==> src/hw/rtl/dpb_pkg.sv <==
// Shared widths, register indexes and interface types for the depth back-projection block.
package dpb_pkg;

  localparam int COORD_W = 12;
  localparam int DEPTH_W = 16;
  localparam int CONF_W  = 8;
  localparam int CFG_W   = 16;
  localparam int DIM_W   = 13;
  localparam int IDX_W   = 3;
  localparam int OUT_W   = 24;
  localparam int DIFF_W  = 17;
  localparam int MAG_W   = 16;
  localparam int NUM_W   = 32;

  localparam int SUBSAMPLE_STEP_DEF = 4;
  localparam int MAX_DIMENSION_DEF  = 4096;

  localparam logic [DEPTH_W-1:0] DEPTH_LIMIT = 16'd40960;
  localparam logic [OUT_W-1:0]   OUT_POS_MAX = 24'h7fffff;
  localparam logic [OUT_W-1:0]   OUT_NEG_MIN = 24'h800000;

  // register indexes on the configuration port
  localparam logic [IDX_W-1:0] REG_FOCAL_X      = 3'd0;
  localparam logic [IDX_W-1:0] REG_FOCAL_Y      = 3'd1;
  localparam logic [IDX_W-1:0] REG_CENTER_X     = 3'd2;
  localparam logic [IDX_W-1:0] REG_CENTER_Y     = 3'd3;
  localparam logic [IDX_W-1:0] REG_IMAGE_WIDTH  = 3'd4;
  localparam logic [IDX_W-1:0] REG_IMAGE_HEIGHT = 3'd5;

  localparam logic [CFG_W-1:0] FOCAL_X_RST      = 16'd8000;
  localparam logic [CFG_W-1:0] FOCAL_Y_RST      = 16'd8000;
  localparam logic [CFG_W-1:0] CENTER_X_RST     = 16'd2048;
  localparam logic [CFG_W-1:0] CENTER_Y_RST     = 16'd1536;
  localparam logic [DIM_W-1:0] IMAGE_WIDTH_RST  = 13'd256;
  localparam logic [DIM_W-1:0] IMAGE_HEIGHT_RST = 13'd192;

  // signed numerator as sign and magnitude
  typedef struct packed {
    logic             neg;
    logic [NUM_W-1:0] mag;
  } axis_t;

  typedef struct packed {
    logic               valid;
    logic [DEPTH_W-1:0] depth;
    logic [CONF_W-1:0]  conf;
  } side_t;

endpackage

==> src/hw/rtl/dpb_div.sv <==
// Pipelined restoring divider: one quotient bit per stage, magnitude over focal length.
module dpb_div import dpb_pkg::*; (
  input  logic             clk,
  input  logic             en,
  input  logic [CFG_W-1:0] den,
  input  axis_t            num_in,
  output logic [NUM_W-1:0] quotient,
  output logic             neg,
  output logic             nz
);

  logic [CFG_W-1:0] rem_q     [0:NUM_W-2];
  logic [NUM_W-1:0] work_q    [0:NUM_W-1];
  logic             neg_q     [0:NUM_W-1];
  logic             nz_q      [0:NUM_W-1];

  logic [CFG_W-1:0] r_in      [0:NUM_W-1];
  logic [NUM_W-1:0] w_in      [0:NUM_W-1];
  logic             n_in      [0:NUM_W-1];
  logic             z_in      [0:NUM_W-1];
  logic [CFG_W:0]   trial     [0:NUM_W-1];
  logic             ge        [0:NUM_W-1];
  logic [CFG_W-1:0] rem_next  [0:NUM_W-2];
  logic [NUM_W-1:0] work_next [0:NUM_W-1];

  // work holds the unconsumed dividend bits on top and quotient bits below
  always_comb begin
    r_in[0] = '0;
    w_in[0] = num_in.mag;
    n_in[0] = num_in.neg;
    z_in[0] = |num_in.mag;
    for (int s = 1; s < NUM_W; s++) begin
      r_in[s] = rem_q[s-1];
      w_in[s] = work_q[s-1];
      n_in[s] = neg_q[s-1];
      z_in[s] = nz_q[s-1];
    end
    for (int s = 0; s < NUM_W; s++) begin
      trial[s]     = {r_in[s], w_in[s][NUM_W-1]};
      ge[s]        = trial[s] >= {1'b0, den};
      work_next[s] = {w_in[s][NUM_W-2:0], ge[s]};
    end
    // a zero divisor sets every quotient bit, which later saturates
    for (int s = 0; s < NUM_W - 1; s++) begin
      rem_next[s] = ge[s] ? CFG_W'(trial[s] - {1'b0, den}) : CFG_W'(trial[s]);
    end
  end

  always_ff @(posedge clk) begin
    if (en) begin
      for (int s = 0; s < NUM_W; s++) begin
        work_q[s] <= work_next[s];
        neg_q[s]  <= n_in[s];
        nz_q[s]   <= z_in[s];
      end
      for (int s = 0; s < NUM_W - 1; s++) begin
        rem_q[s] <= rem_next[s];
      end
    end
  end

  assign quotient = work_q[NUM_W-1];
  assign neg      = neg_q[NUM_W-1];
  assign nz       = nz_q[NUM_W-1];

endmodule

==> config.mk <==
export PLATFORM = sky130hd
export DESIGN_NAME = dpb_div
export DESIGN_NICKNAME = d
export VERILOG_FILES = /design/src/hw/rtl/dpb_pkg.sv /design/src/hw/rtl/dpb_div.sv
export SDC_FILE = /design/constraint.sdc
export NUM_CORES = 2
export LEC_CHECK = 0
export ABC_AREA = 1
export BUFFER_PORTS_ARGS = -buffer_cell sky130_fd_sc_hd__buf_2
export CAP_MARGIN = 5
export CORE_ASPECT_RATIO = 1.1
export CORE_MARGIN = 2
export CORE_UTILIZATION = 35
export CTS_CLUSTER_SIZE = 10
export DETAILED_ROUTE_END_ITERATION = 12
export HOLD_SLACK_MARGIN = 0.15
export PLACE_DENSITY = 0.57
export REMOVE_ABC_BUFFERS = 1
export SLEW_MARGIN = 0
export SYNTH_ARGS = -nofsm -noshare
export SYNTH_HDL_FRONTEND = slang
export SYNTH_SLANG_ARGS = --single-unit
==> constraint.sdc <==
create_clock -name clk -period 2.75 [get_ports clk]
set_clock_uncertainty 0.2 [all_clocks]
set_input_delay 0.275 -clock clk [delete_from_list [all_inputs] [get_ports clk]]
set_output_delay 0.275 -clock clk [all_outputs]
set_load 0.01 [all_outputs]
======== Word-level counts from Yosys, hierarchy flattened ========
Memories as Yosys holds them, arrays and structs flattened.
Cells that the tools add are included.
storage, ports and cells
  memories kept ........................... 4
  memory bits (writable) .................. 1584
  output and inout bits ................... 34
  input port bits ......................... 51
  word-level logic and storage cells ...... 101
  flip-flop bits (word level) ............. 0
operators by class
  reduce and logical (&&, ||, !) cells .... 1
  add/sub/neg operators ................... 31
  mux-type cells .......................... 33
  order comparisons ....................... 32
memory list
  name    depth  bits a word  read ports  clocked after Yosys merged registers in  write ports  RTL line       RTL
  work_q  32     32           32          0                                        32           dpb_div.sv:13  logic [NUM_W-1:0] work_q [0:NUM_W-1];
  rem_q   31     16           31          0                                        31           dpb_div.sv:12  logic [CFG_W-1:0] rem_q [0:NUM_W-2];
  neg_q   32     1            32          0                                        32           dpb_div.sv:14  logic neg_q [0:NUM_W-1];
  nz_q    32     1            32          0                                        32           dpb_div.sv:15  logic nz_q [0:NUM_W-1];
operators by type and width
  operator                                      count
  greater-or-equal comparator 17 x 16 -> 1 bit  31
  two-way mux 16 bit                            31
  subtractor 16 bit                             30
  OR reduction 32 bit                           1
  greater-or-equal comparator 1 x 16 -> 1 bit   1
  subtractor 1 x 16 -> 16 bit                   1
  two-way mux 1 bit                             2

======== Longest topological paths before layout ========
An unclocked memory read counts as a cell.
  depth in word-level cells ............... 3
  depth in mapped cells ................... 15

======== Worst setup path after synthesis ========
Ideal clock, no wire load.
  kind .................................... input -> register
  from .................................... in den[2]
  to ...................................... mem rem_q[23][4] (netlist: rem_q[1][116]), data pin
  path slack .............................. 0.107 ns
  arrival time ............................ 2.190 ns
  buffers on the path ..................... 2
  library setup time ...................... 0.252 ns
  stages on the path ...................... 14
  cell sequence ........................... inv_1 > ha_1 > clkbuf_2 > nand2_1 > nand2_1 > nand2_1 > nand3_1 > nand2_1 > nand3_1 > nand2_2 > nand2_4 > buf_6 > nand2_1 > nand2_1
RTL lines
  element          RTL line       RTL
  start, declared  dpb_div.sv:5   input logic [CFG_W-1:0] den,
  end, declared    dpb_div.sv:12

==> qor.txt <==
YOSYS
--------------------------------------------------------------------------------
Most used flip-flop cell after synthesis                                edfxtp_1
Synthesis warning total                                                        0
Distinct cells, synth                                                         45
Post-synth EDFFs                                                            1584
Netlist Area Pre-Place                                               86900 sq um
Cell count after synthesis                                                  9512
Synthesized area per cell                                             9.14 sq um
Flip-flop and latch count after synthesis                                   1584
Cell accounting for the most synthesized area                           edfxtp_1
Top post-synthesis cells by area                                    edfxtp_1 (55%), nand2_1 (16%), ha_1 (7.2%)
Proportion of netlist area held by the largest area contributor            0.547
Synth async-reset ratio                                                        0
Share of the yosys chip area belonging to registers                        0.547

PWR
--------------------------------------------------------------------------------
Power consumption                                                         112 mW
Psw                                                                      43.8 mW
Internal Pwr Total                                                       68.1 mW
Pwr Density                                                         1080 nW/um^2
Comb pwr share                                                             0.458
Power share of the sequential group                                        0.336
Reported leakage power                                                   49.7 nW
Worst IR drop on VDD                                                    0.661 mV
Clock power frac                                                           0.207
Fraction of power spent switching nets                                     0.392

LAYOUT
--------------------------------------------------------------------------------
Net total in the final layout                                              11200
Area growth, synth to finish                                               19.8%
Leading cell type in the layout, fill and taps excluded                  nand2_1
Fraction of final layout cells sized beyond drive strength 1               0.128
Non-filler cells in the finished layout                                    13900
Most frequent cells in the layout                                   nand2_1 (3632), edfxtp_1 (1584), inv_1 (1432)
Final standard cell area without fillers                            104000 sq um
Utilization after layout                                                   0.422
Layout filler cell count                                                   23900

FLOORPLAN
--------------------------------------------------------------------------------
Total number of placement rows                                               191
Starting utilization of the core area                                      0.352
Die width                                                            479 microns
Placeable core region                                               247000 sq um
Io pins                                                                       85
Die Y-Extent                                                         527 microns
Floorplan die area                                                  252000 sq um

ROUTING
--------------------------------------------------------------------------------
First-pass iteration count of the detailed router                              6
Antenna viol nets, final                                                       0
First-iteration detailed-routing DRC count                                  4596
DR WL/cell                                                          16.3 microns
DRC errors left                                                                0
DR vias                                                                    65500
Vias per cell                                                               4.70
Routed wire length                                                  227000 microns

WORST SETUP PATH
--------------------------------------------------------------------------------
Largest fanout on the critical path                                           18
Classification of the worst setup path                              input port to flip-flop
Kind of end point of the critical path                                 flip-flop
Data arrival time of the critical path                                   2.96 ns
Data required time at the worst endpoint                                 3.13 ns
Category of the worst setup path launch point                         input port

PLACEMENT
--------------------------------------------------------------------------------
Detailed placement HPWL                                             167000 microns
Placed cell count                                                          13600
Area of placed instances                                             97800 sq um
Worst-case setup slack after placement                                -0.0103 ns
Input/output buffers                                                          84
RePlAce Congestion                                                         0.918

GLOBAL ROUTING
--------------------------------------------------------------------------------
Global-route wire length before repair                              355000 microns
Pin count of the biggest net entering global routing                         155
Number of antenna violations at the first check in global routing              3
Vias in the first global route                                             64300
Total global routing track utilization                                     0.177
Leftover overflow at the end of global routing                                 0

CLOCK NETWORK
--------------------------------------------------------------------------------
Clk Tree Root Cell                                                     clkbuf_16
Max H-tree Level                                                               4
Clock tree from TritonCTS                                                    yes
# hold bufs at CTS                                                            81
Bufs on Longest Clock Path                                                     4
Resized cells post-CTS                                                         0
Setup Buffers After CTS                                                        0
Total number of clock tree sinks                                            1584
Clock insertion delay at the later pin of the skew report                0.89 ns
CTS buffer count                                                             197
Clock Pin Slew Worst Setup and Hold Paths                                0.06 ns

STA
--------------------------------------------------------------------------------
Endpoints failing hold                                                         0
Setup repair after global routing missed its margin                           no
Pins over their slew limit                                                     0
Tightest Pin Transition                                                 0.879 ns
Min setup slack post-route                                              0.166 ns
Clock period minus final worst setup slack                               2.58 ns
Number of failing setup endpoints in the final timing report                   0
Final worst-path cycle share                                               0.940
Max Clk Rate                                                             387 MHz
Max_slew headroom                                                          0.414

OUTCOME
--------------------------------------------------------------------------------
Run status                                                             completed

WORST HOLD PATH
--------------------------------------------------------------------------------
Min-delay worst type                                                flip-flop to flip-flop

JOB
--------------------------------------------------------------------------------
# Max-Cap Violations                                                           0

## power by group through the flow
stage                     logic, mW  clock network (mW)  registers (mW)
after CTS                      51.1                24.0            37.6
after global placement         50.3                   0            38.1
after global routing           58.2                24.9            37.9
final                          51.2                23.1            37.6
after detailed placement       50.7                   0            38.0
after floorplan                32.7                   0            35.7
## cells in the mapped netlist, types with 13 or more instances
cell type	count
a21oi_1	271
and2_1	16
buf_2	39
buf_4	13
buf_6	37
edfxtp_1	1584
fa_1	30
ha_1	498
inv_1	1447
nand2_1	3632
nand2_2	63
nand2_4	25
nand3_1	765
nand3_2	28
nand3b_1	77
nand4_1	118
nor2_1	385
nor2_2	19
nor2_4	22
nor3_1	89
o21a_1	20
o21ai_0	24
o21bai_1	18
or2_2	31
xnor2_1	45
xor2_1	136
## routing by layer
layer  vias to the layer above  wire length [microns]  track usage
met3                       382                   9830       0.0221
met5                         -                      0            0
met1                     30500                 103000        0.235
met4                         0                   7060       0.0536
met2                      1431                 107000        0.302
li1                      33200                      -            -
## worst max-delay path: stages
cell           delay, ns
dlygate4sd3_1       0.53
buf_2               0.21
buf_4               0.20
buf_12              0.14
ha_1                0.19
inv_1               0.07
ha_1                0.14
nand3_1             0.10
nand2_1             0.10
nand3_1             0.08
dlygate4sd3_1       0.61
buf_12              0.17
nand2_1             0.05
o21ai_0             0.08
## final timing paths
kind | start | to | slack [ns] | cells past startpoint
setup reg to reg | rem_q[1][36] | rem_q[1][55] | 0.23 | 13
hold / removal | work_q[0][451] | work_q[0][484] | 0.15 | 0
hold reg to reg | work_q[0][451] | work_q[0][484] | 0.15 | 0
setup / recovery | den[0] | rem_q[0][0] | 0.17 | 14
## cell families (layout without fill, tap and decap cells)
family	Yosys count	after routing	synth area share
xor gates and xnor gates	181	181	0.0182
adders and majority gates	528	528	0.0786
AOI/OAI and AO/OA	343	343	0.0212
and+or+nand+nor	5314	5314	0.261
buffers and inverters	1562	2714	0.0734
DFF	1584	1584	0.547
other	0	1	0
## stage by stage
step / hold slack, ns / setup TNS (ns)
3_5_place_dp: 0.205 / -0.0103
6_report: 0.151 / 0
5_1_grt: 0.158 / 0
2_1_floorplan: 0.174 / -1.33
3_3_place_gp: 0.200 / -0.0469
4_1_cts: 0.160 / 0
## sequential cells by signal, summed over array words and instances (netlist names)
| name | cells |
|---|---|
| rem_q | 496 |
| neg_q | 32 |
| work_q | 1024 |
| nz_q | 32 |
## final cells by class
| cell class | count | area (sq um) | share of cell area |
|---|---|---|---|
| timing repair buffer | 989 | 8470 | 0.0814 |
| antenna | 1 | 2.50 | 0.0000240 |
| multi-input combinational | 6366 | 33000 | 0.317 |
| clock buffer | 224 | 5050 | 0.0485 |
| inverter | 1455 | 5460 | 0.0524 |
| clock inverter | 46 | 495 | 0.00476 |
| sequential | 1584 | 47600 | 0.457 |
| tap | 3281 | 4110 | 0.0394 |
(Power assumes the default switching activity.)
