==> src/hw/rtl/dpb_pkg.sv <==
// Shared widths, register indexes and interface types for the depth back-projection block.
package dpb_pkg;

  localparam int COORD_W = 12;
  localparam int DEPTH_W = 16;
  localparam int CONF_W  = 8;
  localparam int CFG_W   = 16;
  localparam int DIM_W   = 13;
  localparam int IDX_W   = 3;
  localparam int OUT_W   = 24;
  localparam int DIFF_W  = 17;
  localparam int MAG_W   = 16;
  localparam int NUM_W   = 32;

  localparam int SUBSAMPLE_STEP_DEF = 4;
  localparam int MAX_DIMENSION_DEF  = 4096;

  localparam logic [DEPTH_W-1:0] DEPTH_LIMIT = 16'd40960;
  localparam logic [OUT_W-1:0]   OUT_POS_MAX = 24'h7fffff;
  localparam logic [OUT_W-1:0]   OUT_NEG_MIN = 24'h800000;

  // register indexes on the configuration port
  localparam logic [IDX_W-1:0] REG_FOCAL_X      = 3'd0;
  localparam logic [IDX_W-1:0] REG_FOCAL_Y      = 3'd1;
  localparam logic [IDX_W-1:0] REG_CENTER_X     = 3'd2;
  localparam logic [IDX_W-1:0] REG_CENTER_Y     = 3'd3;
  localparam logic [IDX_W-1:0] REG_IMAGE_WIDTH  = 3'd4;
  localparam logic [IDX_W-1:0] REG_IMAGE_HEIGHT = 3'd5;

  localparam logic [CFG_W-1:0] FOCAL_X_RST      = 16'd8000;
  localparam logic [CFG_W-1:0] FOCAL_Y_RST      = 16'd8000;
  localparam logic [CFG_W-1:0] CENTER_X_RST     = 16'd2048;
  localparam logic [CFG_W-1:0] CENTER_Y_RST     = 16'd1536;
  localparam logic [DIM_W-1:0] IMAGE_WIDTH_RST  = 13'd256;
  localparam logic [DIM_W-1:0] IMAGE_HEIGHT_RST = 13'd192;

  // signed numerator as sign and magnitude
  typedef struct packed {
    logic             neg;
    logic [NUM_W-1:0] mag;
  } axis_t;

  typedef struct packed {
    logic               valid;
    logic [DEPTH_W-1:0] depth;
    logic [CONF_W-1:0]  conf;
  } side_t;

endpackage

==> src/hw/rtl/dpb_front.sv <==
// Front stages: pixel filtering, offset from principal point and depth multiply.
module dpb_front import dpb_pkg::*; #(
  parameter int SUBSAMPLE_STEP = SUBSAMPLE_STEP_DEF,
  parameter int MAX_DIMENSION  = MAX_DIMENSION_DEF
) (
  input  logic               clk,
  input  logic               rst,
  input  logic               en,
  input  logic               pixel_valid,
  input  logic [COORD_W-1:0] pixel_col,
  input  logic [COORD_W-1:0] pixel_row,
  input  logic [DEPTH_W-1:0] depth_value,
  input  logic               depth_missing,
  input  logic [CONF_W-1:0]  confidence,
  input  logic [CFG_W-1:0]   center_x,
  input  logic [CFG_W-1:0]   center_y,
  input  logic [DIM_W-1:0]   image_width,
  input  logic [DIM_W-1:0]   image_height,
  output axis_t              axis_x,
  output axis_t              axis_y,
  output side_t              side
);

  // floor(n / STEP) as (n * M) >> SHIFT, exact for every 12-bit n
  localparam int RECIP_SHIFT = COORD_W + $clog2(SUBSAMPLE_STEP);
  localparam int RPROD_W     = COORD_W + RECIP_SHIFT + 1;
  localparam logic [RPROD_W-1:0] RECIP_M =
    RPROD_W'(((1 << RECIP_SHIFT) + SUBSAMPLE_STEP - 1) / SUBSAMPLE_STEP);
  localparam int CHK_W = COORD_W + $clog2(SUBSAMPLE_STEP) + 1;
  localparam logic [CHK_W-1:0] STEP_C    = CHK_W'(SUBSAMPLE_STEP);
  localparam logic [DIM_W-1:0] MAX_DIM_C = DIM_W'(MAX_DIMENSION);

  logic [DIM_W-1:0]   width_eff;
  logic [DIM_W-1:0]   height_eff;
  logic               pixel_ok;
  logic [RPROD_W-1:0] col_prod;
  logic [RPROD_W-1:0] row_prod;

  logic               s1_valid;
  logic [COORD_W-1:0] s1_col;
  logic [COORD_W-1:0] s1_row;
  logic [COORD_W-1:0] s1_qcol;
  logic [COORD_W-1:0] s1_qrow;
  logic [DIFF_W-1:0]  s1_dx;
  logic [DIFF_W-1:0]  s1_dy;
  logic [DEPTH_W-1:0] s1_depth;
  logic [CONF_W-1:0]  s1_conf;

  logic               on_grid;
  logic               neg_x;
  logic               neg_y;
  logic [DIFF_W-1:0]  abs_x;
  logic [DIFF_W-1:0]  abs_y;

  logic               s2_valid;
  logic               s2_neg_x;
  logic               s2_neg_y;
  logic [NUM_W-1:0]   s2_mag_x;
  logic [NUM_W-1:0]   s2_mag_y;
  logic [DEPTH_W-1:0] s2_depth;
  logic [CONF_W-1:0]  s2_conf;

  always_comb begin
    width_eff  = (image_width > MAX_DIM_C) ? MAX_DIM_C : image_width;
    height_eff = (image_height > MAX_DIM_C) ? MAX_DIM_C : image_height;
    pixel_ok   = !depth_missing && (depth_value != '0) && (depth_value <= DEPTH_LIMIT) &&
                 ({1'b0, pixel_col} < width_eff) && ({1'b0, pixel_row} < height_eff);
    col_prod   = RPROD_W'(pixel_col) * RECIP_M;
    row_prod   = RPROD_W'(pixel_row) * RECIP_M;
  end

  // stage 1
  always_ff @(posedge clk) begin
    if (rst) begin
      s1_valid <= 1'b0;
    end else if (en) begin
      s1_valid <= pixel_valid && pixel_ok;
    end
  end

  always_ff @(posedge clk) begin
    if (en) begin
      s1_col   <= pixel_col;
      s1_row   <= pixel_row;
      s1_qcol  <= col_prod[RECIP_SHIFT +: COORD_W];
      s1_qrow  <= row_prod[RECIP_SHIFT +: COORD_W];
      s1_dx    <= DIFF_W'({pixel_col, 4'b0000}) - DIFF_W'(center_x);
      s1_dy    <= DIFF_W'({pixel_row, 4'b0000}) - DIFF_W'(center_y);
      s1_depth <= depth_value;
      s1_conf  <= confidence;
    end
  end

  always_comb begin
    on_grid = (CHK_W'(s1_qcol) * STEP_C == CHK_W'(s1_col)) &&
              (CHK_W'(s1_qrow) * STEP_C == CHK_W'(s1_row));
    neg_x   = s1_dx[DIFF_W-1];
    neg_y   = s1_dy[DIFF_W-1];
    abs_x   = neg_x ? (~s1_dx + 1'b1) : s1_dx;
    abs_y   = neg_y ? (~s1_dy + 1'b1) : s1_dy;
  end

  // stage 2
  always_ff @(posedge clk) begin
    if (rst) begin
      s2_valid <= 1'b0;
    end else if (en) begin
      s2_valid <= s1_valid && on_grid;
    end
  end

  always_ff @(posedge clk) begin
    if (en) begin
      s2_neg_x <= neg_x;
      s2_neg_y <= neg_y;
      s2_mag_x <= NUM_W'(abs_x[MAG_W-1:0]) * NUM_W'(s1_depth);
      s2_mag_y <= NUM_W'(abs_y[MAG_W-1:0]) * NUM_W'(s1_depth);
      s2_depth <= s1_depth;
      s2_conf  <= s1_conf;
    end
  end

  assign axis_x = '{neg: s2_neg_x, mag: s2_mag_x};
  assign axis_y = '{neg: s2_neg_y, mag: s2_mag_y};
  assign side   = '{valid: s2_valid, depth: s2_depth, conf: s2_conf};

endmodule

==> config.mk <==
export PLATFORM = sky130hd
export DESIGN_NAME = dpb_front
export DESIGN_NICKNAME = d
export VERILOG_FILES = /design/src/hw/rtl/dpb_pkg.sv /design/src/hw/rtl/dpb_front.sv
export SDC_FILE = /design/constraint.sdc
export NUM_CORES = 1
export LEC_CHECK = 0
export ABC_AREA = 0
export BUFFER_PORTS_ARGS = -buffer_cell sky130_fd_sc_hd__clkbuf_2
export CORE_ASPECT_RATIO = 1.2
export CORE_MARGIN = 5
export CORE_UTILIZATION = 35
export DETAILED_ROUTE_END_ITERATION = 10
export HOLD_SLACK_MARGIN = 0.06
export SYNTH_ARGS = -nofsm -noshare
export SYNTH_HDL_FRONTEND = slang
export SYNTH_SLANG_ARGS = --single-unit
==> constraint.sdc <==
create_clock -name clk -period 11 [get_ports clk]
set_clock_uncertainty 0.1 [all_clocks]
set_input_delay 0.55 -clock clk [delete_from_list [all_inputs] [get_ports clk]]
set_output_delay 0.55 -clock clk [all_outputs]
set_load 0.01 [all_outputs]
# Word level (Yosys, flattened, before mapping)
# Index checks and enable logic that the tools add are counted.
[totals] register_bits=194 input_bits=111 out_inout_bits=91
[classes] magnitude_cmp=5 multipliers=2 add_sub_neg=4 bitwise=2 reduce_logical=9 eq_ne=2 mux=4
[ops] op="16-bit by 16-bit multiplier with 32-bit output" count=2
[ops] op="16-bit by 16-bit subtractor with 17-bit output" count=2
[ops] op="16-bit by 1-bit adder with 16-bit output, second input constant" count=2
[ops] op="16-bit two-way mux" count=2
[ops] op="16-bit NOT" count=2
[ops] op="13-bit > comparator, second input constant" count=2
[ops] op="12-bit by 13-bit less-than comparator with 1-bit output" count=2
[ops] op="13-bit two-way mux" count=2
[ops] op="12-bit equality test" count=2
[ops] op="16-bit less-or-equal comparator, second input constant" count=1
[ops] op="16-bit nonzero test" count=1
[ops] op="1-bit logical AND" count=7
[ops] op="1-bit logical NOT" count=1

# Longest topological paths before layout
[logic_depth] depth_word=6 depth_mapped=30 depth_no_buf=29

# Worst setup path after synthesis
# No wires, ideal clock.
[synth_timing] path_type="reg2reg" start="reg s1_dy[0]" end="reg s2_mag_y[26] (data pin)" setup_time_ns=0.258 arrival_time_ns=7.423 period_less_slack_ns=7.781 n_path_buf=2 slack_ns=3.219 stages_incl_launch_ff=29 path_cell_list="edfxtp_1 > clkbuf_1 > inv_1 > ha_1 > nand2b_1 > or4_1 > or4_4 > o41ai_2 > xnor2_1 > buf_2 > nand2_1 > fa_1 > fa_1 > fa_1 > inv_1 > fa_1 > fa_1 > inv_1 > fa_1 > inv_1 > ha_1 > a21o_1 > a21oi_1 > a21boi_0 > a31oi_2 > o21ai_2 > or3_1 > a221o_1 > xnor2_1"
[synth_between] elab_chain_len=4
[synth_lines] item="from (decl)" line="dpb_front.sv:45" rtl="logic [DIFF_W-1:0] s1_dy;"
[synth_lines] item="from (signal assigned)" line="dpb_front.sv:88" rtl="s1_dy <= DIFF_W'({pixel_row, 4'b0000}) - DIFF_W'(center_y);"
[synth_lines] item="16-bit NOT" line="dpb_front.sv:100" rtl="abs_y = neg_y ? (~s1_dy + 1'b1) : s1_dy;"
[synth_lines] item="16-bit by 1-bit adder with 16-bit output" line="dpb_front.sv:100"
[synth_lines] item="16-bit two-way mux (*)" line="dpb_front.sv:100"
[synth_lines] item="16-bit by 16-bit multiplier with 32-bit output (*)" line="dpb_front.sv:117" rtl="s2_mag_y <= NUM_W'(abs_y[MAG_W-1:0]) * NUM_W'(s1_depth);"
[synth_lines] item="to (signal assigned)" line="dpb_front.sv:117"
[synth_lines] item="to (decl)" line="dpb_front.sv:59" rtl="logic [NUM_W-1:0] s2_mag_y;"
# Every way passes the cells marked *; elsewhere a longest branch is shown, timed or not.
# A chain may end at the register's enable or synchronous reset.

# Worst setup path in the final report
[layout_timing] start="reg s1_dy[0]" end="reg s2_mag_y[29] (data pin)"
# The elaborated chain is that of the path after synthesis.

==> metrics <==
status=finished clean; H-tree depth=4; antenna cells=0; FILL cells=6,943; CP Launch Point=s1_dy[0]; CTS Buf Count=17; cell seen most often among critical-path stages=fa_1; row cnt=105; crit path launch type=flop; DR pass1 iterations=5; Yosys cell types=70; relative slew slack=26.6%; Total GRT Usage=15.3%; die width=249 um; fmax=121 MHz; Post-CTS Setup Inserts=0; RSZ-0062 raised after global routing=false; clock sink count=154; post-layout minimum cycle time=8270 ps; maximum clock path buffer count=2; DRC Markers=0; NumNets Final=3,382; CP peak stage delay=660 ps; DIE AREA=73,700 um2; Critical Path AT=8410 ps; Hold Buf Count CTS=0; Initial Util=35.2%; worst hold path type=primary input to flop; final hold vios=0; hold_sp=confidence[3]; DP HPWL=43.8 mm; YS warnings=0; clock transition at the registers of the reported paths=70 ps; crit-path max FO=18; synthesized instance count=2,446; PortBufs=201; CP endpoint kind=flop; number of synthesized flops with an enable pin=152; worst reg2reg endpoint=s2_mag_y[29]; ANT nets after route=0; vias=16,927; crit path to=s2_mag_y[29]; max-slew violation count=0; slowest library cell on the worst path=edfxtp_1; vias per cell=4.77; Syn Std Cell Area=23,900 um2; sequential area share after synthesis=19.2%; syn_nets=3,203; Worst R2R Setup Slack=2730 ps; fraction of layout instances using a drive strength above 1=11.4%; Reg2Reg Launch Point=s1_dy[0]; Synth-to-Final Area Change=11.5%; die height=296 um; Main synth FF type=edfxtp_1; io pins=202; Sum Neg Setup Slack=0 ps; CTS tree=done; FF-to-FF path depth=26; Finished Cell Area=26,700 um2; first-pass GRT wire length=91.7 mm; final global-route overflow total=0; DR iter-0 viols=754; # setup viols final=0; measured slew at the worst slew-check pin=1100 ps; Max-Cap Viols=0; Layout Cells excl Fill=3,547; Core ar.=68,100 um2; largest net degree at the start of global routing=63; Avg Inst Size Synth=9.78 um2; Placed Area=26,100 um2; cell count after placement=3,515; Root Buffer=clkbuf_16; fraction of registers with async set/reset=0%; vias in the first global route=18,014; Tcrit/Tclk final=75.2%; Total Wirelength=54.2 mm; initial antenna violation count=0; post-CTS sizing=0; drt wl/cell=15.3 um; Placer Congestion=0.855; clk_lat worst skew=480 ps; number of synthesized register bits=154; WP data required=11,140 ps; Crit Path Category=flop to flop
[state kept, by name (all words and copies together) (netlist names)]
name and cells:
s2_mag_x 32, s2_mag_y 32, s1_dx 17, s1_dy 17, s1_depth 16, s2_depth 16, s1_conf 8, s2_conf 8
s1_col 2, s1_row 2, s1_valid 1, s2_neg_x 1, s2_neg_y 1, s2_valid 1
[per-layer routing]
metal	vias to the layer above	part of all wire, %	GRT usage, %
met1	8509	43	19.1
met3	54	4.4	2.90
li1	8038	-	-
met5	-	0	0
met2	326	50	27.3
met4	0	2.1	4.62
[cell families (layout without fill, tap and decap cells)]
| logic type | Yosys count | in the layout | share of synthesized area [%] |
|---|---|---|---|
| adders and majority gates | 646 | 646 | 45.9 |
| DFF | 154 | 154 | 19.2 |
| AOI/OAI and AO/OA | 244 | 244 | 6.92 |
| and+or+nand+nor | 733 | 733 | 15.2 |
| xor gates and xnor gates | 103 | 103 | 3.77 |
| buffers and inverters | 566 | 758 | 8.96 |
[Yosys cell counts, drive strengths merged (8+ instances only)]
| library cell | number | area [um2] |
|---|---|---|
| nor3 | 19 | 100 |
| nor4 | 14 | 87.6 |
| a211oi | 11 | 87.6 |
| edfxtp | 152 | 4560 |
| nand3 | 15 | 75.1 |
| ha | 258 | 3230 |
| nand2 | 334 | 1250 |
| a21oi | 58 | 290 |
| fa | 388 | 7770 |
| inv | 478 | 1790 |
| xnor2 | 77 | 674 |
| and2 | 242 | 1510 |
| nor2b | 12 | 75.1 |
| buf | 10 | 57.6 |
| a21o | 31 | 234 |
| o21a | 17 | 128 |
| clkbuf | 78 | 293 |
| nand2b | 11 | 68.8 |
| nor2 | 52 | 195 |
| o21ai | 60 | 304 |
| a31oi | 8 | 62.6 |
| xor2 | 26 | 228 |
[worst min path at each step]
| stage | cells after the start | slack, ps | endpoint |
|---|---|---|---|
| finish | 1 | 150 | s1_conf[3] |
| global route | 1 | 110 | s1_conf[5] |
| CTS | 1 | 90 | s1_conf[5] |
| detailed placement | 0 | 310 | s2_conf[3] |
| global placement | 0 | 300 | s2_conf[0] |
| floorplan | 0 | 300 | s2_conf[0] |
[worst max-delay path, delay by kind of cell, from the launching register on]
family	cells	cell delay, ps
compound gates	8	1460
xor+xnor	2	450
fa+ha+maj	7	3310
buf+inv	4	390
flops	1	660
simple gates	5	1640
[final cells by class]
type / instances / area (um2) / area share, %
tap: 909 / 1140 / 4.26
inverter: 478 / 1790 / 6.72
clock buffer: 19 / 433 / 1.62
multi-input combinational: 1726 / 17200 / 64.5
sequential: 154 / 4600 / 17.3
clock inverter: 13 / 136 / 0.511
timing repair buffer: 248 / 1370 / 5.12
[cell usage in the layout (no fill, tap or decap), types with 5 or more instances in the layout]
master,Yosys,final
nand2b_1,11,11
edfxtp_1,152,152
and2_1,242,242
nor3_1,18,18
nor2b_1,12,12
ha_1,258,258
o31ai_1,7,7
xor2_1,26,26
nor2_1,52,52
a21oi_1,58,58
clkbuf_16,0,17
fa_1,388,388
a21o_1,30,30
o21ai_1,6,6
nor4_1,14,14
a21boi_0,5,5
o21a_1,17,17
a211oi_1,10,10
o21ai_0,53,53
nand3_1,15,15
nand2_1,334,334
inv_1,478,478
xnor2_1,77,73
o21bai_1,6,6
clkbuf_2,0,200
a31oi_1,6,6
o2111ai_1,6,6
buf_4,3,47
[stage by stage]
| stage | utilization (%) | hold slack, ps | worst slack, ps |
|---|---|---|---|
| detailed placement | 38.4 | 305 | 2670 |
| CTS | 39.2 | 86.2 | 2650 |
| floorplan | - | 300 | 3220 |
| global route | 39.2 | 110 | 2180 |
| finish | 39.2 | 146 | 2730 |
| global placement | 38.4 | 302 | 2810 |
Power is left out: the tool's default activity adds up to more than one toggle a clock period on the data nets, which glitch-free logic cannot reach.
